<file path="src/hw/rtl/mrip_pkg.sv">
// Package for the masked ray intensity projection block.
// Holds the projection mode codes, register indexes, sizing constants and width helpers.
// No dependencies; every other file of the block imports it.
`timescale 1ns / 1ps
`default_nettype none

package mrip_pkg;

	localparam int VOXEL_BITS         = 16;
	localparam int OUT_W              = 26;
	localparam int RAY_LENGTH_MAX_DEF = 1024;
	localparam int QUEUE_DEPTH        = 4;
	localparam int QPTR_W             = $clog2(QUEUE_DEPTH);
	localparam int QCNT_W             = $clog2(QUEUE_DEPTH + 1);
	localparam int PADDR_W            = 3;

	typedef enum logic [1:0] {
		PM_MAX = 2'd0,
		PM_AVG = 2'd1,
		PM_MIN = 2'd2,
		PM_SUM = 2'd3
	} proj_mode_t;

	typedef enum logic {
		REG_MODE = 1'b0,
		REG_MASK = 1'b1
	} reg_idx_t;

	typedef enum logic [1:0] {
		BK_IDLE,
		BK_DIV,
		BK_PUT
	} back_state_t;

	function automatic int sum_width(input int ray_len);
		return $clog2(ray_len) + VOXEL_BITS + 1;
	endfunction

	function automatic int cnt_width(input int ray_len);
		return $clog2(ray_len + 1);
	endfunction

endpackage

`default_nettype wire

</file>
<file path="src/hw/rtl/mrip_queue.sv">
// Short request queue between the front and the back of the projection block.
// Register-based FIFO of finished ray statistics; depends on mrip_pkg.
`timescale 1ns / 1ps
`default_nettype none

module mrip_queue import mrip_pkg::*; #(
	parameter int W = 8
) (
	input  wire logic              clk,
	input  wire logic              arst_n,
	input  wire logic              push,
	input  wire logic [W-1:0]      wdata,
	input  wire logic              pop,
	output logic      [W-1:0]      rdata,
	output logic                   empty,
	output logic      [QCNT_W-1:0] count
);

	logic [W-1:0]      entry_q [QUEUE_DEPTH];
	logic [QPTR_W-1:0] wr_ptr_q;
	logic [QPTR_W-1:0] rd_ptr_q;
	logic [QCNT_W-1:0] count_q;

	always_ff @(posedge clk or negedge arst_n) begin
		if (!arst_n) begin
			wr_ptr_q <= '0;
			rd_ptr_q <= '0;
			count_q  <= '0;
		end else begin
			if (push) wr_ptr_q <= wr_ptr_q + 1'b1;
			if (pop) rd_ptr_q <= rd_ptr_q + 1'b1;
			if (push && !pop) count_q <= count_q + 1'b1;
			else if (pop && !push) count_q <= count_q - 1'b1;
		end
	end

	always_ff @(posedge clk) begin
		if (push) entry_q[wr_ptr_q] <= wdata;
	end

	assign rdata = entry_q[rd_ptr_q];
	assign empty = (count_q == '0);
	assign count = count_q;

endmodule

`default_nettype wire

</file>
<file path="src/hw/rtl/mrip_front.sv">
// Front part of the projection block: accepts voxels and keeps the per-ray statistics.
// At the end of a ray it hands the selected statistic to the queue; depends on mrip_pkg.
`timescale 1ns / 1ps
`default_nettype none

module mrip_front import mrip_pkg::*; #(
	parameter int RAY_LENGTH_MAX = RAY_LENGTH_MAX_DEF
) (
	input  wire logic                                   clk,
	input  wire logic                                   arst_n,
	input  wire logic signed [VOXEL_BITS-1:0]           voxel_value,
	input  wire logic                                   mask_bit,
	input  wire logic                                   ray_last,
	input  wire logic                                   in_valid,
	output logic                                        in_stall,
	input  wire proj_mode_t                             mode,
	input  wire logic                                   mask_en,
	input  wire logic [QCNT_W-1:0]                      q_count,
	output logic                                        q_push,
	output logic [2+sum_width(RAY_LENGTH_MAX)+cnt_width(RAY_LENGTH_MAX)-1:0] q_wdata
);

	localparam int SW = sum_width(RAY_LENGTH_MAX);
	localparam int CW = cnt_width(RAY_LENGTH_MAX);
	localparam logic signed [VOXEL_BITS-1:0] VMAX = {1'b0, {(VOXEL_BITS-1){1'b1}}};
	localparam logic signed [VOXEL_BITS-1:0] VMIN = {1'b1, {(VOXEL_BITS-1){1'b0}}};
	localparam logic signed [SW:0] SUM_HI =
		(SW+1)'(longint'(RAY_LENGTH_MAX) * ((longint'(1) << (VOXEL_BITS-1)) - 1));
	localparam logic signed [SW:0] SUM_LO =
		(SW+1)'(-(longint'(RAY_LENGTH_MAX) << (VOXEL_BITS-1)));
	localparam logic [CW-1:0] CNT_MAX = CW'(RAY_LENGTH_MAX);

	logic signed [VOXEL_BITS-1:0] max_q [2];
	logic signed [VOXEL_BITS-1:0] min_q [2];
	logic signed [SW-1:0]         sum_q [2];
	logic [CW-1:0]                cnt_q [2];
	logic signed [VOXEL_BITS-1:0] max_d [2];
	logic signed [VOXEL_BITS-1:0] min_d [2];
	logic signed [SW-1:0]         sum_d [2];
	logic [CW-1:0]                cnt_d [2];
	logic signed [SW:0]           sum_wide [2];
	logic                         upd [2];

	logic                         accept;
	logic                         ray_end;
	logic                         use_masked;
	logic                         fin_valid_q;
	proj_mode_t                   fin_mode_q;
	logic signed [VOXEL_BITS-1:0] fin_max_q;
	logic signed [VOXEL_BITS-1:0] fin_min_q;
	logic signed [SW-1:0]         fin_sum_q;
	logic [CW-1:0]                fin_cnt_q;
	logic signed [SW-1:0]         fin_val;

	assign in_stall = (q_count >= QCNT_W'(QUEUE_DEPTH - 1));
	assign accept   = in_valid && !in_stall;
	assign ray_end  = accept && ray_last;

	always_comb begin
		upd[0] = accept;
		upd[1] = accept && mask_en && mask_bit;
		for (int k = 0; k < 2; k++) begin
			max_d[k]    = max_q[k];
			min_d[k]    = min_q[k];
			sum_d[k]    = sum_q[k];
			cnt_d[k]    = cnt_q[k];
			sum_wide[k] = (SW+1)'(sum_q[k]) + (SW+1)'(voxel_value);
			if (upd[k]) begin
				if (voxel_value > max_q[k]) max_d[k] = voxel_value;
				if (voxel_value < min_q[k]) min_d[k] = voxel_value;
				if (sum_wide[k] > SUM_HI) sum_d[k] = SUM_HI[SW-1:0];
				else if (sum_wide[k] < SUM_LO) sum_d[k] = SUM_LO[SW-1:0];
				else sum_d[k] = sum_wide[k][SW-1:0];
				if (cnt_q[k] < CNT_MAX) cnt_d[k] = cnt_q[k] + 1'b1;
			end
		end
		use_masked = mask_en && (cnt_d[1] != '0);
	end

	always_ff @(posedge clk or negedge arst_n) begin
		if (!arst_n) begin
			fin_valid_q <= 1'b0;
			for (int k = 0; k < 2; k++) begin
				max_q[k] <= VMIN;
				min_q[k] <= VMAX;
				sum_q[k] <= '0;
				cnt_q[k] <= '0;
			end
		end else begin
			fin_valid_q <= ray_end;
			for (int k = 0; k < 2; k++) begin
				if (ray_end) begin
					max_q[k] <= VMIN;
					min_q[k] <= VMAX;
					sum_q[k] <= '0;
					cnt_q[k] <= '0;
				end else begin
					max_q[k] <= max_d[k];
					min_q[k] <= min_d[k];
					sum_q[k] <= sum_d[k];
					cnt_q[k] <= cnt_d[k];
				end
			end
		end
	end

	always_ff @(posedge clk) begin
		if (ray_end) begin
			fin_mode_q <= mode;
			fin_max_q  <= use_masked ? max_d[1] : max_d[0];
			fin_min_q  <= use_masked ? min_d[1] : min_d[0];
			fin_sum_q  <= use_masked ? sum_d[1] : sum_d[0];
			fin_cnt_q  <= use_masked ? cnt_d[1] : cnt_d[0];
		end
	end

	always_comb begin
		unique case (fin_mode_q)
			PM_MAX: fin_val = SW'(fin_max_q);
			PM_MIN: fin_val = SW'(fin_min_q);
			PM_AVG: fin_val = fin_sum_q;
			PM_SUM: fin_val = fin_sum_q;
			default: fin_val = fin_sum_q;
		endcase
	end

	assign q_push  = fin_valid_q;
	assign q_wdata = {fin_mode_q, fin_val, fin_cnt_q};

endmodule

`default_nettype wire

</file>
<file path="src/hw/rtl/mrip_back.sv">
// Back part of the projection block: takes finished rays from the queue and forms the result.
// Averages go through a one-bit-per-cycle restoring divider; depends on mrip_pkg.
`timescale 1ns / 1ps
`default_nettype none

module mrip_back import mrip_pkg::*; #(
	parameter int RAY_LENGTH_MAX = RAY_LENGTH_MAX_DEF
) (
	input  wire logic                    clk,
	input  wire logic                    arst_n,
	input  wire logic [2+sum_width(RAY_LENGTH_MAX)+cnt_width(RAY_LENGTH_MAX)-1:0] q_rdata,
	input  wire logic                    q_empty,
	output logic                         q_pop,
	output logic signed [OUT_W-1:0]      projected_value,
	output logic                         out_valid,
	input  wire logic                    out_stall
);

	localparam int SW  = sum_width(RAY_LENGTH_MAX);
	localparam int CW  = cnt_width(RAY_LENGTH_MAX);
	localparam int SCW = $clog2(SW);

	back_state_t          state_q;
	back_state_t          state_d;
	proj_mode_t           e_mode;
	logic signed [SW-1:0] e_val;
	logic [CW-1:0]        e_cnt;
	logic                 out_free;
	logic                 load_out;
	logic                 load_div;
	logic                 put_div;

	logic [SW-1:0]        dvd_q;
	logic [CW-1:0]        rem_q;
	logic [CW-1:0]        dsr_q;
	logic [SCW-1:0]       step_q;
	logic                 neg_q;
	logic [CW:0]          trial;
	logic                 ge;
	logic [CW:0]          diff;
	logic signed [SW:0]   quo_s;

	logic                 out_valid_q;
	logic signed [OUT_W-1:0] out_q;

	assign {e_mode, e_val, e_cnt} = q_rdata;
	assign out_free = !out_valid_q || !out_stall;

	always_ff @(posedge clk or negedge arst_n) begin
		if (!arst_n) state_q <= BK_IDLE;
		else state_q <= state_d;
	end

	always_comb begin
		state_d  = state_q;
		q_pop    = 1'b0;
		load_out = 1'b0;
		load_div = 1'b0;
		put_div  = 1'b0;
		unique case (state_q)
			BK_IDLE: begin
				if (!q_empty && out_free) begin
					q_pop = 1'b1;
					if (e_mode == PM_AVG) begin
						load_div = 1'b1;
						state_d  = BK_DIV;
					end else begin
						load_out = 1'b1;
					end
				end
			end
			BK_DIV: begin
				if (step_q == SCW'(SW - 1)) state_d = BK_PUT;
			end
			BK_PUT: begin
				if (out_free) begin
					put_div = 1'b1;
					state_d = BK_IDLE;
				end
			end
			default: state_d = BK_IDLE;
		endcase
	end

	assign trial = {rem_q, dvd_q[SW-1]};
	assign diff  = trial - {1'b0, dsr_q};
	assign ge    = (trial >= {1'b0, dsr_q});
	assign quo_s = neg_q ? -$signed({1'b0, dvd_q}) : $signed({1'b0, dvd_q});

	always_ff @(posedge clk) begin
		if (load_div) begin
			dvd_q  <= e_val[SW-1] ? SW'(-e_val) : SW'(e_val);
			neg_q  <= e_val[SW-1];
			dsr_q  <= e_cnt;
			rem_q  <= '0;
			step_q <= '0;
		end else if (state_q == BK_DIV) begin
			dvd_q  <= {dvd_q[SW-2:0], ge};
			rem_q  <= ge ? diff[CW-1:0] : trial[CW-1:0];
			step_q <= step_q + 1'b1;
		end
		if (load_out) out_q <= OUT_W'(e_val);
		else if (put_div) out_q <= OUT_W'(quo_s);
	end

	always_ff @(posedge clk or negedge arst_n) begin
		if (!arst_n) out_valid_q <= 1'b0;
		else if (load_out || put_div) out_valid_q <= 1'b1;
		else if (!out_stall) out_valid_q <= 1'b0;
	end

	assign out_valid       = out_valid_q;
	assign projected_value = out_q;

endmodule

`default_nettype wire

</file>
<file path="src/hw/rtl/masked_ray_intensity_projection.sv">
// Masked ray intensity projection: one voxel per cycle in, one projected value per ray out.
// Voxels are taken every cycle while the ray queue has room; a result passes the front's final
// registers, the ray queue and the output register; an average also the restoring divider.
// The back end takes a new ray only in its idle state and takes none while it divides.
// Reset empties all statistics and the queue and clears the output valid and mode registers.
`timescale 1ns / 1ps
`default_nettype none

module masked_ray_intensity_projection import mrip_pkg::*; #(
	parameter int RAY_LENGTH_MAX = RAY_LENGTH_MAX_DEF
) (
	input  wire logic                         clk,
	input  wire logic                         arst_n,
	input  wire logic                         psel,
	input  wire logic                         penable,
	input  wire logic                         pwrite,
	input  wire logic [PADDR_W-1:0]           paddr,
	input  wire logic [31:0]                  pwdata,
	output logic      [31:0]                  prdata,
	output logic                              pready,
	input  wire logic signed [VOXEL_BITS-1:0] voxel_value,
	input  wire logic                         mask_bit,
	input  wire logic                         ray_last,
	input  wire logic                         in_valid,
	output logic                              in_stall,
	output logic signed [OUT_W-1:0]           projected_value,
	output logic                              out_valid,
	input  wire logic                         out_stall
);

	localparam int QW = 2 + sum_width(RAY_LENGTH_MAX) + cnt_width(RAY_LENGTH_MAX);

	proj_mode_t        mode_q;
	logic              mask_en_q;
	reg_idx_t          reg_sel;
	logic              q_push;
	logic              q_pop;
	logic              q_empty;
	logic [QW-1:0]     q_wdata;
	logic [QW-1:0]     q_rdata;
	logic [QCNT_W-1:0] q_count;

	assign pready  = 1'b1;
	assign reg_sel = reg_idx_t'(paddr[2]);

	always_ff @(posedge clk or negedge arst_n) begin
		if (!arst_n) begin
			mode_q    <= PM_MAX;
			mask_en_q <= 1'b0;
		end else if (psel && penable && pwrite && pready) begin
			unique case (reg_sel)
				REG_MODE: mode_q    <= proj_mode_t'(pwdata[1:0]);
				REG_MASK: mask_en_q <= pwdata[0];
				default: ;
			endcase
		end
	end

	always_comb begin
		unique case (reg_sel)
			REG_MODE: prdata = {30'd0, mode_q};
			REG_MASK: prdata = {31'd0, mask_en_q};
			default:  prdata = '0;
		endcase
	end

	mrip_front #(
		.RAY_LENGTH_MAX(RAY_LENGTH_MAX)
	) u_front (
		.clk        (clk),
		.arst_n     (arst_n),
		.voxel_value(voxel_value),
		.mask_bit   (mask_bit),
		.ray_last   (ray_last),
		.in_valid   (in_valid),
		.in_stall   (in_stall),
		.mode       (mode_q),
		.mask_en    (mask_en_q),
		.q_count    (q_count),
		.q_push     (q_push),
		.q_wdata    (q_wdata)
	);

	mrip_queue #(
		.W(QW)
	) u_queue (
		.clk   (clk),
		.arst_n(arst_n),
		.push  (q_push),
		.wdata (q_wdata),
		.pop   (q_pop),
		.rdata (q_rdata),
		.empty (q_empty),
		.count (q_count)
	);

	mrip_back #(
		.RAY_LENGTH_MAX(RAY_LENGTH_MAX)
	) u_back (
		.clk            (clk),
		.arst_n         (arst_n),
		.q_rdata        (q_rdata),
		.q_empty        (q_empty),
		.q_pop          (q_pop),
		.projected_value(projected_value),
		.out_valid      (out_valid),
		.out_stall      (out_stall)
	);

endmodule

`default_nettype wire

</file>
<file path="config.mk">
export PLATFORM = sky130hd
export DESIGN_NAME = masked_ray_intensity_projection
export DESIGN_NICKNAME = d
export VERILOG_FILES = /design/src/hw/rtl/mrip_pkg.sv /design/src/hw/rtl/mrip_queue.sv /design/src/hw/rtl/mrip_front.sv /design/src/hw/rtl/mrip_back.sv /design/src/hw/rtl/masked_ray_intensity_projection.sv
export SDC_FILE = /design/constraint.sdc
export NUM_CORES = 1
export LEC_CHECK = 0
export ABC_AREA = 1
export BUFFER_PORTS_ARGS = -buffer_cell sky130_fd_sc_hd__buf_2
export CAP_MARGIN = 20
export CORE_AREA = 2 2 305 307
export DETAILED_ROUTE_END_ITERATION = 8
export DIE_AREA = 0 0 307 309
export PLACE_DENSITY = 0.46
export SLEW_MARGIN = 40
export SYNTH_ARGS = -nofsm -noshare
export SYNTH_HDL_FRONTEND = slang
export SYNTH_SLANG_ARGS = --single-unit
export TNS_END_PERCENT = 100
</file>
<file path="constraint.sdc">
create_clock -name clk -period 7.9 [get_ports clk]
set_clock_uncertainty 0.2 [all_clocks]
set_input_delay 1.185 -clock clk [delete_from_list [all_inputs] [get_ports clk]]
set_output_delay 1.185 -clock clk [all_outputs]
set_load 0.02 [all_outputs]
</file>
== Word level (Yosys, flattened, before mapping) ==
Memories as Yosys holds them, arrays and structs flattened.
Index checks and enable logic that the tools add are counted.
W data, S select, Z words.
Operators by class
  $add $sub $neg: 12
  magnitude comparators: 12
  eq/ne operators: 12
  muxes and demuxes: 60
  bitwise operators: 1
  reductions and logical operators: 29
Operators by type and width (number)
  $mux W27: 12
  $mux W16: 14
  $mux W11: 8
  $pmux W27 S3: 1
  $mux W26: 3
  $pmux W32 S2: 1
  $add A27 B16 Y28: 2
  $gt A28 B26 Y1 const B: 2
  $lt A28 B26 Y1 const B: 2
  $gt A16 B16 Y1: 2
  $lt A16 B16 Y1: 2
  $neg A27 Y27: 1
  $neg A26 Y26: 1
  $add A11 B1 Y11 const B: 2
  $lt A11 B11 Y1 const B: 2
  $mux W1: 14
  $ge A12 B11 Y1: 1
  $reduce_bool A11 Y1: 1
  $sub A11 B11 Y11: 1
  $logic_and A1 B1 Y1: 10
  $ne A2 B1 Y1 const B: 5
  $mux W2: 4
  $eq A2 B1 Y1 const B: 3
  $eq A2 B2 Y1 const B: 3
  17 further kinds: 29
Storage, ports and cells
  bits in registers: 307
  memory bits (writable): 160
  bits of input ports: 60
  output and inout port bits: 61
  memories kept: 1
Memory list
  u_queue.entry_q: words 4, width 40, rd ports 1, clocked after Yosys merged registers in 0, wr ports 1, RTL line mrip_queue.sv:19  | logic [W-1:0] entry_q [QUEUE_DEPTH];

== Logic depth before layout (Yosys ltp) ==
Gate-level depths: netlist of the first run.
  depth in word-level cells: 9
  depth in mapped cells: 24

== Hierarchy ==
From an unflattened synthesis of the first run, not the netlist that was laid out.
Second synthesis, totals
  cell total of the unflattened synthesis: 3655
  area, all modules: 28944.0 um^2
By module, submodules not included
  mrip_front: instances 1, cells each 2294, area an instance 15847.7 um^2, seq. area each 5730.5 um^2
  mrip_queue: instances 1, cells each 514, area an instance 6977.9 um^2, seq. area each 4979.8 um^2
  mrip_back: instances 1, cells each 791, area an instance 5709.2 um^2, seq. area each 2347.3 um^2
  masked_ray_intensity_projection: instances 1, cells each 56, area an instance 409.1 um^2, seq. area each 75.1 um^2

== Worst setup path before layout of the first run ==
No wires, ideal clock.
  kind: input-to-reg
  start point: input port in_valid
  end point: register u_front.fin_cnt_q[0] (enable)
  setup time: 0.465 ns
  arrival: 4.229 ns
  required time: 7.235 ns
  path slack: 3.006 ns
  stages on the path: 7
  path buffers: 3
  path through: nand3_1 > clkbuf_1 > inv_1 > nand2_1 > inv_1 > clkbuf_1 > clkbuf_1
On the way
  cells in the longest elaborated chain, start to end: 2
Ends and longest elaborated chain
  from (decl): RTL line masked_ray_intensity_projection.sv:24  | input wire logic in_valid,
  $logic_and A1 B1 Y1: RTL line mrip_front.sv:56  | assign accept = in_valid && !in_stall;
  $logic_and A1 B1 Y1: RTL line mrip_front.sv:57  | assign ray_end = accept && ray_last;
  named net u_front.ray_end: RTL line mrip_front.sv:45  | logic ray_end;
  to (signal assigned): RTL line mrip_front.sv:113  | fin_cnt_q <= use_masked ? cnt_d[1] : cnt_d[0];
  to (decl): RTL line mrip_front.sv:52  | logic [CW-1:0] fin_cnt_q;
The timed path passes the listed nets, and every way through them passes these cells.
A chain may end at the register's enable or synchronous reset.

== Worst setup path in the final report of the first run ==
  start point: input port in_valid
  end point: register u_front.fin_max_q[5], data pin
On the way
  cells in the longest elaborated chain, start to end: 7
Ends and longest elaborated chain
  $logic_and A1 B1 Y1 (*): RTL line mrip_front.sv:56
  $logic_and A1 B1 Y1 (2 in series): RTL line mrip_front.sv:61  | upd[1] = accept && mask_en && mask_bit;
  $mux W11: RTL line mrip_front.sv:68  | if (upd[k]) begin
  $reduce_bool A11 Y1: RTL line mrip_front.sv:77  | use_masked = mask_en && (cnt_d[1] != '0);
  $logic_and A1 B1 Y1: RTL line mrip_front.sv:77
  $mux W16 (*): RTL line mrip_front.sv:110  | fin_max_q <= use_masked ? max_d[1] : max_d[0];
  to (signal assigned): RTL line mrip_front.sv:110
  to (decl): RTL line mrip_front.sv:49  | logic signed [VOXEL_BITS-1:0] fin_max_q;
Mark *: on every way between the ends. The rest lies on a longest branch, timed or not.

==> Implementation_results.wiki, run 1 <==
{| class="wikitable"
! Metric !! Value
|-
| Post-DRT Antenna Nets || 0
|-
| Sum of buffers and inverters on the critical path || 8
|-
| H-tree lvl count || 2
|-
| Setup repair after global routing missed its margin || false
|-
| Number of placed I/O pins || 121
|-
| Number of diodes added for antenna fixing || 0
|-
| Area taken by multi-input logic gates || 0.0121 mm2
|-
| DRC violations left || 0
|-
| Capturing point of the worst reg2reg path || u_front.fin_max_q[5]
|-
| Fraction of registers with async set or reset after synthesis || 33.0%
|-
| R2r setup slk || 3500 ps
|-
| Minimum hold slack || 244 ps
|-
| Hold Crit Depth || 0
|-
| Startpoint type of the worst setup path || input port
|-
| Chip Width || 307 um
|-
| Vias after detailed routing || 21200
|-
| Worst slew margin || 45.2%
|-
| Average cell area after synthesis || 8.12 um2
|-
| Average wire length per cell after detail routing || 16.0 um
|-
| Shortest period the worst path allows || 4430 ps
|-
| Flip-flop and latch count after synthesis || 467
|-
| Worst min-delay path endpoint || u_front.fin_mode_q[1]
|-
| Path depth of the worst reg2reg path || 20
|-
| Ratio of cells with drive above 1 in the final layout || 8.68%
|-
| Layout overhead on the synthesized area || 12.2%
|-
| Crit Path Max Fanout || 79
|-
| Die area || 0.0949 mm2
|-
| Start point of the worst hold path || mode_q[1]
|-
| Slew Limit Fails || 0
|-
| Number of antenna violations at the first check in global routing || 1
|-
| Detailed-router iteration count before antenna repair || 5
|-
| Master of the slowest instance on the critical path || sky130_fd_sc_hd__buf_4
|-
| Number of flops mapped to enable cells by yosys || 297
|-
| Required time of the worst setup path || 8020 ps
|-
| Fraction of the mapped netlist area in compound gates || 9.74%
|-
| Post CTS Setup Buffer Count || 0
|-
| Delay of the slowest cell on the worst path || 560 ps
|-
| Largest delay share family, worst path || buffers and inverters
|-
| Top FF cell, synth || sky130_fd_sc_hd__edfxtp_1
|-
| Sequential area share after synthesis || 48.1%
|-
| Syn. warnings || 0
|-
| Post-synthesis mux area share || 0.0367%
|-
| Critical Path End Type || flip-flop
|-
| Clk sinks || 467
|-
| Transition time of the tightest slew-check pin || 822 ps
|-
| Fmax || 0.226 GHz
|-
| XOR/XNOR Fraction of Synth Area || 2.60%
|-
| Count of endpoints failing setup in the final report || 0
|-
| Hold Path Class || flip-flop to flip-flop
|-
| Clk pin slew, worst setup/hold paths || 60 ps
|-
| Global-route wire length before repair || 117000 um
|-
| Clock tree from TritonCTS || yes
|-
| Number of fillers in the final layout || 9741
|-
| Mapped cell area || 0.0273 mm2
|-
| Root Buffer || sky130_fd_sc_hd__clkbuf_16
|-
| DR WL met3 || 2690 um
|-
| Routability congestion estimate from global placement || 0.853
|-
| Detailed Place HPWL || 52000 um
|-
| Effective utilization at floorplan || 29.9%
|-
| Quantity of gates resized following cts || 0
|-
| Power per cell area || 416 mW/mm2
|-
| Top Layer Used || met4
|-
| Worst vdd ir || 0.179 mV
|-
| Clock buffer depth || 3
|-
| DR vias/cell || 4.59
|-
| Endpoint arrival time on the critical path || 4550 ps
|-
| Stages on the worst setup path || 20
|-
| # rows || 111
|-
| Largest net degree at the start of global routing || 131
|-
| CTS Hold Buffers Added || 0
|-
| Combinational family with the most area after synthesis || simple AND/OR/NAND/NOR gates
|-
| Number of maximum-capacitance constraint violations || 0
|-
| Die H || 309 um
|-
| Area occupied by registers || 0.0131 mm2
|-
| Number of DRC violations after detailed-routing iteration 0 || 1232
|-
| Outcome || complete, no violations
|-
| Simple logic cell fraction of the synthesized area || 25.0%
|-
| Final period utilization || 56.1%
|-
| Gate count after technology mapping || 3362
|-
| Port bufs || 57
|-
| Fraction of the mapped netlist area in adder cells || 6.62%
|-
| Detailed route wirelength on metal2 || 33300 um
|-
| Critical path cell sequence || buf_2, nand3_1, buf_4, nor2_2, buf_4, nand2_2, inv_2, nand2_1, nor2_1, xor2_1, inv_1, nand3_1, nor3_1, nand2_1, nand2_2, buf_4, clkinv_2, buf_6, nand2_1, o21ai_0
|-
| Final Hold Fails || 0
|-
| Congestion Overflow GR || 0
|-
| Final WL || 74300 um
|-
| Overall Global Routing Usage || 15.8%
|-
| Number of global-route vias before repair || 20500
|-
| M1 wire length || 37100 um
|-
| Clock insertion delay at the later pin of the skew report || 630 ps
|-
| Unique masters post-synth || 58
|-
| Crit Path Category || input port to flip-flop
|-
| Standby leakage power || 14.2 nW
|-
| Final layout net count || 3597
|-
| Placeable core region || 0.0914 mm2
|-
| Reg-to-reg startpoint || u_queue.count[0]
|-
| Number of buffers created by CTS || 57
|-
| Final total negative setup slack || 0 ps
|}
-- cell usage in the layout (no fill, tap or decap), drive strengths merged, types with 33 or more instances in the layout --
cell    synthesis  layout
o21ai         249     249
nand3         181     181
nand2        1024    1024
nor2          284     284
edfxtp        297     297
buf            64      81
xor2           48      48
xnor2          33      33
inv           389     392
dfrtp         122     122
or2            65      65
a21oi         190     190
clkbuf         72      66
ha            138     138
-- through the flow --
| stage | utilization (%) | area (um2) | setup slack (ps) | total power, mW | cells |
|---|---|---|---|---|---|
| global placement | 31.4 | 28700 | 2660 | 10.2 | 4522 |
| finish | 33.5 | 30600 | 3470 | 12.7 | 4629 |
| global route | 33.5 | 30600 | 3070 | 14.0 | 4629 |
| CTS | 33.5 | 30600 | 3410 | 12.9 | 4629 |
| floorplan | - | 27400 | 3010 | 8.52 | 3391 |
| detailed placement | 31.4 | 28700 | 2770 | 10.2 | 4522 |
-- state kept, by name, indices dropped and copies added (netlist names), 2 cells and up --
signal and count:
u_front.fin_min_q 16, u_back.dvd_q 27, u_queue.wr_ptr_q 2, u_back.dsr_q 11, u_front.fin_max_q 16, u_back.step_q 5
u_back.state_q 2, u_queue.rd_ptr_q 2, u_queue.count 3, u_queue.entry_q 160, u_front.sum_q 54, u_back.rem_q 11
u_front.fin_cnt_q 11, u_front.fin_sum_q 27, u_front.fin_mode_q 2, mode_q 2, u_back.projected_value 26, u_front.min_q 32
u_front.cnt_q 22, u_front.max_q 32
-- worst register-to-register path: stages, from the launching register on --
cell and delay (ps):
sky130_fd_sc_hd__dfrtp_1 430, sky130_fd_sc_hd__nand2_1 150, sky130_fd_sc_hd__nand3_1 90, sky130_fd_sc_hd__buf_4 260, sky130_fd_sc_hd__nor2_2 120, sky130_fd_sc_hd__buf_4 290
sky130_fd_sc_hd__nand2_2 160, sky130_fd_sc_hd__inv_2 110, sky130_fd_sc_hd__nand2_1 80, sky130_fd_sc_hd__nor2_1 120, sky130_fd_sc_hd__xor2_1 80, sky130_fd_sc_hd__inv_1 110
sky130_fd_sc_hd__nand3_1 110, sky130_fd_sc_hd__nor3_1 190, sky130_fd_sc_hd__nand2_1 100, sky130_fd_sc_hd__nand2_2 60, sky130_fd_sc_hd__buf_4 560, sky130_fd_sc_hd__clkinv_2 200
sky130_fd_sc_hd__buf_6 310, sky130_fd_sc_hd__nand2_1 250, sky130_fd_sc_hd__o21ai_0 130
-- cell families (layout without fill, tap and decap cells) --
family | Yosys count | count (layout)
xor gates and xnor gates | 81 | 81
buffers and inverters | 528 | 580
muxes | 1 | 1
AOI/OAI and AO/OA | 498 | 498
adders and majority gates | 142 | 142
other | 2 | 31
and+or+nand+nor | 1643 | 1643
DFF | 467 | 467
-- cell usage after synthesis (3+ instances only) --
| cell | instances | share of area [%] |
|---|---|---|
| sky130_fd_sc_hd__a21oi_1 | 189 | 3.5 |
| sky130_fd_sc_hd__o21bai_1 | 9 | 0.25 |
| sky130_fd_sc_hd__nor4_1 | 8 | 0.18 |
| sky130_fd_sc_hd__nand2_1 | 1017 | 14 |
| sky130_fd_sc_hd__nand3b_1 | 20 | 0.55 |
| sky130_fd_sc_hd__buf_4 | 33 | 0.91 |
| sky130_fd_sc_hd__or2_2 | 63 | 1.4 |
| sky130_fd_sc_hd__dfrtp_1 | 122 | 11 |
| sky130_fd_sc_hd__inv_2 | 4 | 0.055 |
| sky130_fd_sc_hd__a31oi_1 | 5 | 0.11 |
| sky130_fd_sc_hd__nand2_2 | 7 | 0.16 |
| sky130_fd_sc_hd__nand4_1 | 25 | 0.57 |
| sky130_fd_sc_hd__xnor2_1 | 33 | 1.1 |
| sky130_fd_sc_hd__xor2_1 | 48 | 1.5 |
| sky130_fd_sc_hd__ha_1 | 138 | 6.3 |
| sky130_fd_sc_hd__edfxtp_1 | 297 | 33 |
| sky130_fd_sc_hd__buf_1 | 5 | 0.069 |
| sky130_fd_sc_hd__fa_1 | 4 | 0.29 |
| sky130_fd_sc_hd__dfxtp_1 | 16 | 1.2 |
| sky130_fd_sc_hd__inv_1 | 385 | 5.3 |
| sky130_fd_sc_hd__o21ai_1 | 8 | 0.15 |
| sky130_fd_sc_hd__nand3_1 | 181 | 3.3 |
| sky130_fd_sc_hd__nor3_1 | 26 | 0.48 |
| sky130_fd_sc_hd__buf_2 | 24 | 0.44 |
| sky130_fd_sc_hd__o211ai_1 | 3 | 0.082 |
| sky130_fd_sc_hd__o22a_1 | 14 | 0.45 |
| sky130_fd_sc_hd__dfstp_2 | 32 | 3.1 |
| sky130_fd_sc_hd__clkbuf_1 | 71 | 0.98 |
| sky130_fd_sc_hd__o22ai_1 | 11 | 0.25 |
| sky130_fd_sc_hd__nor3b_1 | 3 | 0.082 |
| sky130_fd_sc_hd__nor2_2 | 4 | 0.092 |
| sky130_fd_sc_hd__o21ai_0 | 241 | 4.4 |
| sky130_fd_sc_hd__nor2_1 | 280 | 3.8 |
-- power by group --
group | leakage, nW | switching (mW) | total [mW] | internal, mW
clock network | 0.929 | 1.10 | 2.66 | 1.56
logic | 8.49 | 4.07 | 6.03 | 1.96
registers | 4.78 | 0.395 | 4.05 | 3.66
-- cell type report --
type                       instances  share of cell area (%)
clock buffer                      66                    4.87
timing repair buffer              81                    1.61
clock inverter                    41                    1.35
multi-input combinational       2396                    39.6
tap                             1186                    4.84
sequential                       467                    42.9
inverter                         392                    4.86
-- layer usage --
layer / up-vias / GRT usage [%]
met5: - / 0
met4: 0 / 3.32
met3: 74 / 2.00
met2: 316 / 25.6
met1: 9832 / 22.5
li1: 11000 / -
-- worst max-delay path by stage --
stage          slack [ps]                    end             start
4_1_cts              3410   u_front.fin_max_q[5]  u_queue.count[0]
5_1_grt              3070   u_front.fin_max_q[5]  u_queue.count[0]
2_1_floorplan        3010   u_front.fin_cnt_q[0]          in_valid
3_5_place_dp         2770   u_front.fin_max_q[5]          in_valid
3_3_place_gp         2660  u_front.fin_max_q[10]          in_valid
6_report             3470   u_front.fin_max_q[5]          in_valid
No activity file was read; power rests on OpenSTA's default activity.
==> run 2: changes to the inputs <==
Clock period 7.9 ns to 4.5 ns, I/O delays scaled along.
==> Implementation_results.wiki, run 2 (synthesis gave the netlist of run 1 again) <==
{| class="wikitable"
! Metric !! Value
|-
| Chip Width || 307 um (unchanged)
|-
| Placeable core region || 0.0914 mm2 (unchanged)
|-
| Post CTS Setup Buffer Count || 0 (unchanged)
|-
| Die area || 0.0949 mm2 (unchanged)
|-
| Final WL || 75900 um (+2.2%)
|-
| Leading cell type in the layout, fill and taps excluded || sky130_fd_sc_hd__nand2_1
|-
| # rows || 111 (unchanged)
|-
| Minimum setup slack in the final design || 833 ps (-2630 ps)
|-
| Clock tree from TritonCTS || yes
|-
| Sum of buffers and inverters on the critical path || 5 (-3)
|-
| Number of diodes added for antenna fixing || 0 (unchanged)
|-
| Area taken by multi-input logic gates || 0.0121 mm2 (about the same)
|-
| Largest delay share family, worst path || compound AO/OA/AOI/OAI gates
|-
| Area occupied by registers || 0.0131 mm2 (unchanged)
|-
| Hold Crit Depth || 3 (+3)
|-
| Clk pin slew, worst setup/hold paths || 60 ps (about the same)
|-
| Slew Limit Fails || 0 (unchanged)
|-
| Post-route insts no fill || 4667 (+0.82%)
|-
| Stages on the worst setup path || 15 (-25%)
|-
| Final core utilization || 34.0% (+0.49 points)
|-
| DP Worst Slack || 344 ps (-2420 ps)
|-
| Critical path cell sequence || buf_2, buf_4, buf_4, ha_1, nand2_1, inv_1, nand3_1, nor3_1, inv_1, o21ai_0, xnor2_1, nand3_1, nand2_1, o21ai_0, o21ai_0
|-
| Crit Path Category || input port to flip-flop
|-
| Detailed Place HPWL || 54900 um (+5.7%)
|-
| Minimum hold slack || 117 ps (-127 ps)
|-
| Port bufs || 57 (unchanged)
|-
| Detailed-router iteration count before antenna repair || 6 (+1)
|-
| R2r setup slk || 860 ps (-2640 ps)
|-
| Flip-flop count of the largest register, all copies and words added || 160 (unchanged)
|-
| DP Cell Count || 4557 (+0.77%)
|-
| Ratio of cells with drive above 1 in the final layout || 9.62% (+0.94 points)
|-
| Overall Global Routing Usage || 16.2% (+0.38 points)
|-
| Transition time of the tightest slew-check pin || 806 ps (-16.5 ps)
|-
| Number of fillers in the final layout || 9568 (-1.8%)
|-
| Total power draw || 22.9 mW (+80%)
|-
| Number of global-route vias before repair || 20900 (+1.6%)
|-
| Leading registers by flop count || u_queue.entry_q (160), u_front.sum_q (54)
|-
| Worst vdd ir || 0.335 mV (+87%)
|-
| Layout overhead on the synthesized area || 13.9%
|-
| Standby leakage power || 14.5 nW (+1.8%)
|-
| Crit Path Max Fanout || 14 (-82%)
|-
| Area post-placement || 0.0290 mm2 (+1.0%)
|-
| Number of DRC violations after detailed-routing iteration 0 || 1283 (+4.1%)
|-
| Clk sinks || 467 (unchanged)
|-
| Start point of the worst hold path || out_stall
|-
| Effective utilization at floorplan || 29.9% (unchanged)
|-
| Number of maximum-capacitance constraint violations || 0 (unchanged)
|-
| Reg-to-reg startpoint || mask_en_q
|-
| Number of antenna violations at the first check in global routing || 1 (unchanged)
|-
| Endpoint arrival time on the critical path || 3760 ps (-790 ps)
|-
| Global-route wire length before repair || 120000 um (+2.3%)
|-
| Worst slew margin || 45.7% (+0.53 points)
|-
| Delay of the slowest cell on the worst path || 670 ps (+110 ps)
|-
| Routability congestion estimate from global placement || 0.824 (-3.4%)
|-
| Number of placed I/O pins || 121 (unchanged)
|-
| Most common cell on crit path || sky130_fd_sc_hd__o21ai_0
|-
| Final total negative setup slack || 0 ps (unchanged)
|-
| Vias after detailed routing || 21400 (+0.65%)
|-
| DRC violations left || 0 (unchanged)
|-
| Capturing point of the worst reg2reg path || u_front.fin_max_q[11]
|-
| Post-DRT Antenna Nets || 0 (unchanged)
|-
| Clock insertion delay at the later pin of the skew report || 630 ps (about the same)
|-
| Critical Path End Type || flip-flop
|-
| Die H || 309 um (unchanged)
|-
| Average wire length per cell after detail routing || 16.3 um (+1.4%)
|-
| Summed area of non-filler cells in the final layout || 0.0311 mm2 (+1.5%)
|-
| DR vias/cell || 4.58 (-0.17%)
|-
| Hold Path Class || input port to flip-flop
|-
| Number of buffers created by CTS || 57 (unchanged)
|-
| Final Hold Fails || 0 (unchanged)
|-
| Root Buffer || sky130_fd_sc_hd__clkbuf_16
|-
| Worst min-delay path endpoint || u_back.out_valid
|-
| Top library cells by usage in the layout, fill and taps aside || 1017 x sky130_fd_sc_hd__nand2_1, 380 x sky130_fd_sc_hd__inv_1, 297 x sky130_fd_sc_hd__edfxtp_1
|-
| Path depth of the worst reg2reg path || 12 (-40%)
|-
| Largest net degree at the start of global routing || 68 (-48%)
|-
| Clock buffer depth || 3 (unchanged)
|-
| Congestion Overflow GR || 0 (unchanged)
|-
| Setup repair after global routing missed its margin || false
|-
| Count of endpoints failing setup in the final report || 0 (unchanged)
|-
| Required time of the worst setup path || 4590 ps (-3430 ps)
|-
| Startpoint type of the worst setup path || input port
|-
| H-tree lvl count || 2 (unchanged)
|-
| Master of the slowest instance on the critical path || sky130_fd_sc_hd__o21ai_0
|-
| Largest Register || u_queue.entry_q
|-
| Final period utilization || 81.5%
|-
| Outcome || complete, no violations
|-
| Power per cell area || 736 mW/mm2 (+77%)
|-
| Final layout net count || 3634 (+1.0%)
|-
| Shortest period the worst path allows || 3670 ps
|-
| Fmax || 0.273 GHz
|}
[run 2: cell types whose count changed in the layout (fill, tap and decap cells not counted), moves of 3 or more]
cell and change:
sky130_fd_sc_hd__clkinv_4 -3, sky130_fd_sc_hd__clkbuf_1 +4, sky130_fd_sc_hd__buf_12 +4, sky130_fd_sc_hd__bufinv_16 +5, sky130_fd_sc_hd__clkinv_1 -5, sky130_fd_sc_hd__clkinv_2 +3, sky130_fd_sc_hd__buf_4 +32
[run 2: worst reg2reg max path, cell delays in order (launching register included)]
cell                       delay, ps
sky130_fd_sc_hd__dfrtp_1         580
sky130_fd_sc_hd__nand2_1         120
sky130_fd_sc_hd__nor2_2          150
sky130_fd_sc_hd__nand2_2         110
sky130_fd_sc_hd__inv_2            90
sky130_fd_sc_hd__nand2_1          60
sky130_fd_sc_hd__xor2_1          290
sky130_fd_sc_hd__nand4_1         150
sky130_fd_sc_hd__nor2_1          150
sky130_fd_sc_hd__nand2_1         120
sky130_fd_sc_hd__nand2_2          90
sky130_fd_sc_hd__clkinv_2        370
sky130_fd_sc_hd__o21ai_0         830
[run 2: worst max-delay path by stage]
stage | startpoint | to | slack [ps]
final | voxel_value[15] | u_front.fin_max_q[11] | 830
after global routing | voxel_value[15] | u_front.fin_max_q[11] | 550
after CTS | mask_en_q | u_front.fin_max_q[11] | 810
after detailed placement | voxel_value[15] | u_front.fin_max_q[11] | 340
after global placement | voxel_value[0] | u_front.fin_sum_q[4] | 320
after floorplan | in_valid | u_front.fin_cnt_q[0] | 120
[run 2: repair_timing]
action / 4_1_cts / 5_1_grt
hold buffers: 1 / 0
setup endpoints to repair: 0 / 0
resized for setup: 0 / 0
endpoints found under the hold margin: 53 / 0
[run 2: cell type report]
type                    count  share of cell area (%)
clock buffers              70                    4.81
clock inverters            38                    1.69
inverters                 392                    4.77
multi-input cells        2396                    39.0
flip-flops and latches    467                    42.2
well taps                1186                    4.77
repair buffers            118                    2.68
[run 2: layer usage]
metal | global-route usage [%] | wire (um) | up-vias
li1 | - | - | 11100
met1 | 23.8 | 38800 | 9865
met2 | 25.3 | 33000 | 346
met3 | 1.93 | 2760 | 91
met4 | 3.70 | 1440 | 0
met5 | 0 | 0 | -
[run 2: report_power, final]
part	internal [mW]	switching, mW
logic	3.57	7.24
registers	6.42	0.693
clock network	3.01	1.95
total	13.0	9.89
==> run 3: changes to the inputs <==
Clock period 4.5 ns to 3.7 ns, I/O delays scaled along.
==> Implementation_results.wiki, run 3 (synthesis gave the netlist of run 1 again) <==
{| class="wikitable"
! Metric !! Value
|-
| Crit Path Max Fanout || 12 (-2)
|-
| Clk pin slew, worst setup/hold paths || 60 ps (about the same)
|-
| Average wire length per cell after detail routing || 16.0 um (-1.7%)
|-
| Number of DRC violations after detailed-routing iteration 0 || 1417 (+10%)
|-
| Chip Width || 307 um (unchanged)
|-
| Top library cells by usage in the layout, fill and taps aside || 1016 x sky130_fd_sc_hd__nand2_1, 380 x sky130_fd_sc_hd__inv_1, 297 x sky130_fd_sc_hd__edfxtp_1
|-
| Outcome || complete, no violations
|-
| Switching power total || 12.1 mW (+23%)
|-
| Number of antenna violations at the first check in global routing || 1 (unchanged)
|-
| Number of fillers in the final layout || 9648 (+0.84%)
|-
| Path depth of the worst reg2reg path || 20 (+8)
|-
| Startpoint type of the worst setup path || flip-flop
|-
| Die area || 0.0949 mm2 (unchanged)
|-
| DR vias/cell || 4.58 (about the same)
|-
| Final total negative setup slack || 0 ps (unchanged)
|-
| Detailed-router iteration count before antenna repair || 5 (-1)
|-
| Placeable core region || 0.0914 mm2 (unchanged)
|-
| Effective utilization at floorplan || 29.9% (unchanged)
|-
| End point of the critical path || u_front.fin_sum_q[1]
|-
| Clock buffer depth || 3 (unchanged)
|-
| Setup repair after global routing missed its margin || false
|-
| Number of maximum-capacitance constraint violations || 0 (unchanged)
|-
| Vias after detailed routing || 22000 (+2.6%)
|-
| Post-route insts no fill || 4792 (+2.7%)
|-
| Endpoint arrival time on the critical path || 3540 ps (-220 ps)
|-
| Timing startpoint of the critical path || u_front.sum_q[34]
|-
| H-tree lvl count || 2 (unchanged)
|-
| Critical Path End Type || flip-flop
|-
| Switching Fraction || 42.4% (-0.80 points)
|-
| Clock tree from TritonCTS || yes
|-
| Final WL || 76600 um (+0.93%)
|-
| Ratio of cells with drive above 1 in the final layout || 12.8% (+3.2 points)
|-
| Minimum setup slack in the final design || 335 ps (-498 ps)
|-
| Share of power burned in the clock network || 20.0% (-1.7 points)
|-
| Crit Path Category || flip-flop to flip-flop
|-
| DP Worst Slack || -105 ps (-449 ps)
|-
| Largest net degree at the start of global routing || 89 (+31%)
|-
| Number of global-route vias before repair || 21100 (+1.3%)
|-
| Root Buffer || sky130_fd_sc_hd__clkbuf_16
|-
| # rows || 111 (unchanged)
|-
| Global-route wire length before repair || 121000 um (+0.88%)
|-
| Number of diodes added for antenna fixing || 0 (unchanged)
|-
| Final layout net count || 3764 (+3.6%)
|-
| Leading registers by flop count || u_queue.entry_q (160), u_front.sum_q (54)
|-
| Die H || 309 um (unchanged)
|-
| Post-DRT Antenna Nets || 0 (unchanged)
|-
| Port bufs || 57 (unchanged)
|-
| Power per cell area || 893 mW/mm2 (+21%)
|-
| Worst slew margin || 49.3% (+3.6 points)
|-
| Fmax || 0.297 GHz
|-
| Worst vdd ir || 0.429 mV (+28%)
|-
| Leading cell type in the layout, fill and taps excluded || sky130_fd_sc_hd__nand2_1
|-
| Final period utilization || 91.0%
|-
| Total power draw || 28.6 mW (+25%)
|-
| Combinational cell fraction of total power || 49.7% (+2.4 points)
|-
| Hold Path Class || input port to flip-flop
|-
| Congestion Overflow GR || 0 (unchanged)
|-
| Count of endpoints failing setup in the final report || 0 (unchanged)
|-
| Required time of the worst setup path || 3870 ps (-720 ps)
|-
| Transition time of the tightest slew-check pin || 760 ps (-45.9 ps)
|-
| Shortest period the worst path allows || 3370 ps
|-
| Number of placed I/O pins || 121 (unchanged)
|-
| DRC violations left || 0 (unchanged)
|-
| Reg-to-reg startpoint || u_front.sum_q[34]
|-
| DP Cell Count || 4691 (+2.9%)
|-
| Number of buffers created by CTS || 53 (-7.0%)
|-
| Fraction of power consumed by sequential logic || 30.3% (-0.8 points)
|-
| R2r setup slk || 330 ps (-530 ps)
|-
| Layout overhead on the synthesized area || 17.3%
|-
| Clk sinks || 467 (unchanged)
|-
| Cell internal pwr || 16.5 mW (+27%)
|-
| Slew Limit Fails || 0 (unchanged)
|-
| Routability congestion estimate from global placement || 0.837 (+1.6%)
|-
| Capturing point of the worst reg2reg path || u_front.fin_sum_q[1]
|-
| Flip-flop count of the largest register, all copies and words added || 160 (unchanged)
|-
| Clock insertion delay at the later pin of the skew report || 630 ps (about the same)
|-
| Standby leakage power || 15.0 nW (+4.0%)
|-
| Final Hold Fails || 0 (unchanged)
|-
| Detailed Place HPWL || 57000 um (+3.8%)
|-
| Largest Register || u_queue.entry_q
|-
| Overall Global Routing Usage || 16.3% (+0.11 points)
|}
[run 3: worst max-delay path, cell delays in order, from the launching register on]
cell                      delay [ps]
sky130_fd_sc_hd__dfrtp_1         410
sky130_fd_sc_hd__ha_1            370
sky130_fd_sc_hd__nand2_1         130
sky130_fd_sc_hd__buf_4           170
sky130_fd_sc_hd__nor2_1          150
sky130_fd_sc_hd__nand3_1         140
sky130_fd_sc_hd__nand3_1         140
sky130_fd_sc_hd__nand3_1         150
sky130_fd_sc_hd__nand2_1         150
sky130_fd_sc_hd__nand2_1          60
sky130_fd_sc_hd__nand2_1          90
sky130_fd_sc_hd__nand2_1          60
sky130_fd_sc_hd__nor2_1           90
sky130_fd_sc_hd__nand3_1          80
sky130_fd_sc_hd__nand2_1          80
sky130_fd_sc_hd__nand2_2         140
sky130_fd_sc_hd__buf_12          190
sky130_fd_sc_hd__nand2_1          70
sky130_fd_sc_hd__nand2_1          90
sky130_fd_sc_hd__nand2_1          70
sky130_fd_sc_hd__nand2_1          70
[run 3: metal layers]
layer / GRT usage (%) / part of all wire [%]
met1: 23.5 / 50
met2: 26.1 / 44
met5: 0 / 0
met4: 3.60 / 1.9
met3: 1.90 / 4.0
[run 3: worst min path at each step]
stage                     startpoint  slack, ps  depth (start not counted)                     to
after CTS                  pwdata[1]         50                          3              mode_q[1]
after detailed placement   mode_q[1]        230                          0  u_front.fin_mode_q[1]
after global routing       pwdata[1]         70                          3              mode_q[1]
after floorplan               arst_n         60                          0              mask_en_q
final                       ray_last        100                          3      u_front.max_q[15]
after global placement     mode_q[1]        230                          0  u_front.fin_mode_q[1]
[run 3: metrics by stage]
step / hold WS (ps) / cell area (um2) / utilization [%]
2_1_floorplan: 59.4 / 27400 / -
3_3_place_gp: 232 / 30100 / 32.9
3_5_place_dp: 233 / 30100 / 32.9
4_1_cts: 53.0 / 32000 / 35.1
5_1_grt: 73.3 / 32000 / 35.1
6_report: 95.3 / 32000 / 35.1
[run 3: what timing repair did]
action | CTS | global route
gates resized for setup | 0 | 2
setup buffers | 0 | 0
hold buffers | 2 | 0
hold endpoints to repair | 35 | 0
endpoints found under the setup margin | 0 | 34
[run 3: power by group through the flow]
stage	clock network [mW]	registers (mW)	logic, mW
after floorplan	0	8.65	9.54
after global placement	0	8.76	14.3
after detailed placement	0	8.75	14.3
after CTS	5.88	8.67	14.4
after global routing	6.08	8.84	16.3
final	5.72	8.67	14.2
[run 3: final cells by class]
| cell class | count | area (um2) | share of cell area, % |
|---|---|---|---|
| Sequential cell | 467 | 13100 | 41.0 |
| Multi-Input combinational cell | 2396 | 12100 | 37.9 |
| Timing Repair Buffer | 252 | 1900 | 5.92 |
| Tap cell | 1186 | 1480 | 4.63 |
| Inverter | 392 | 1480 | 4.62 |
| Clock buffer | 63 | 1390 | 4.35 |
| Clock inverter | 36 | 512 | 1.60 |
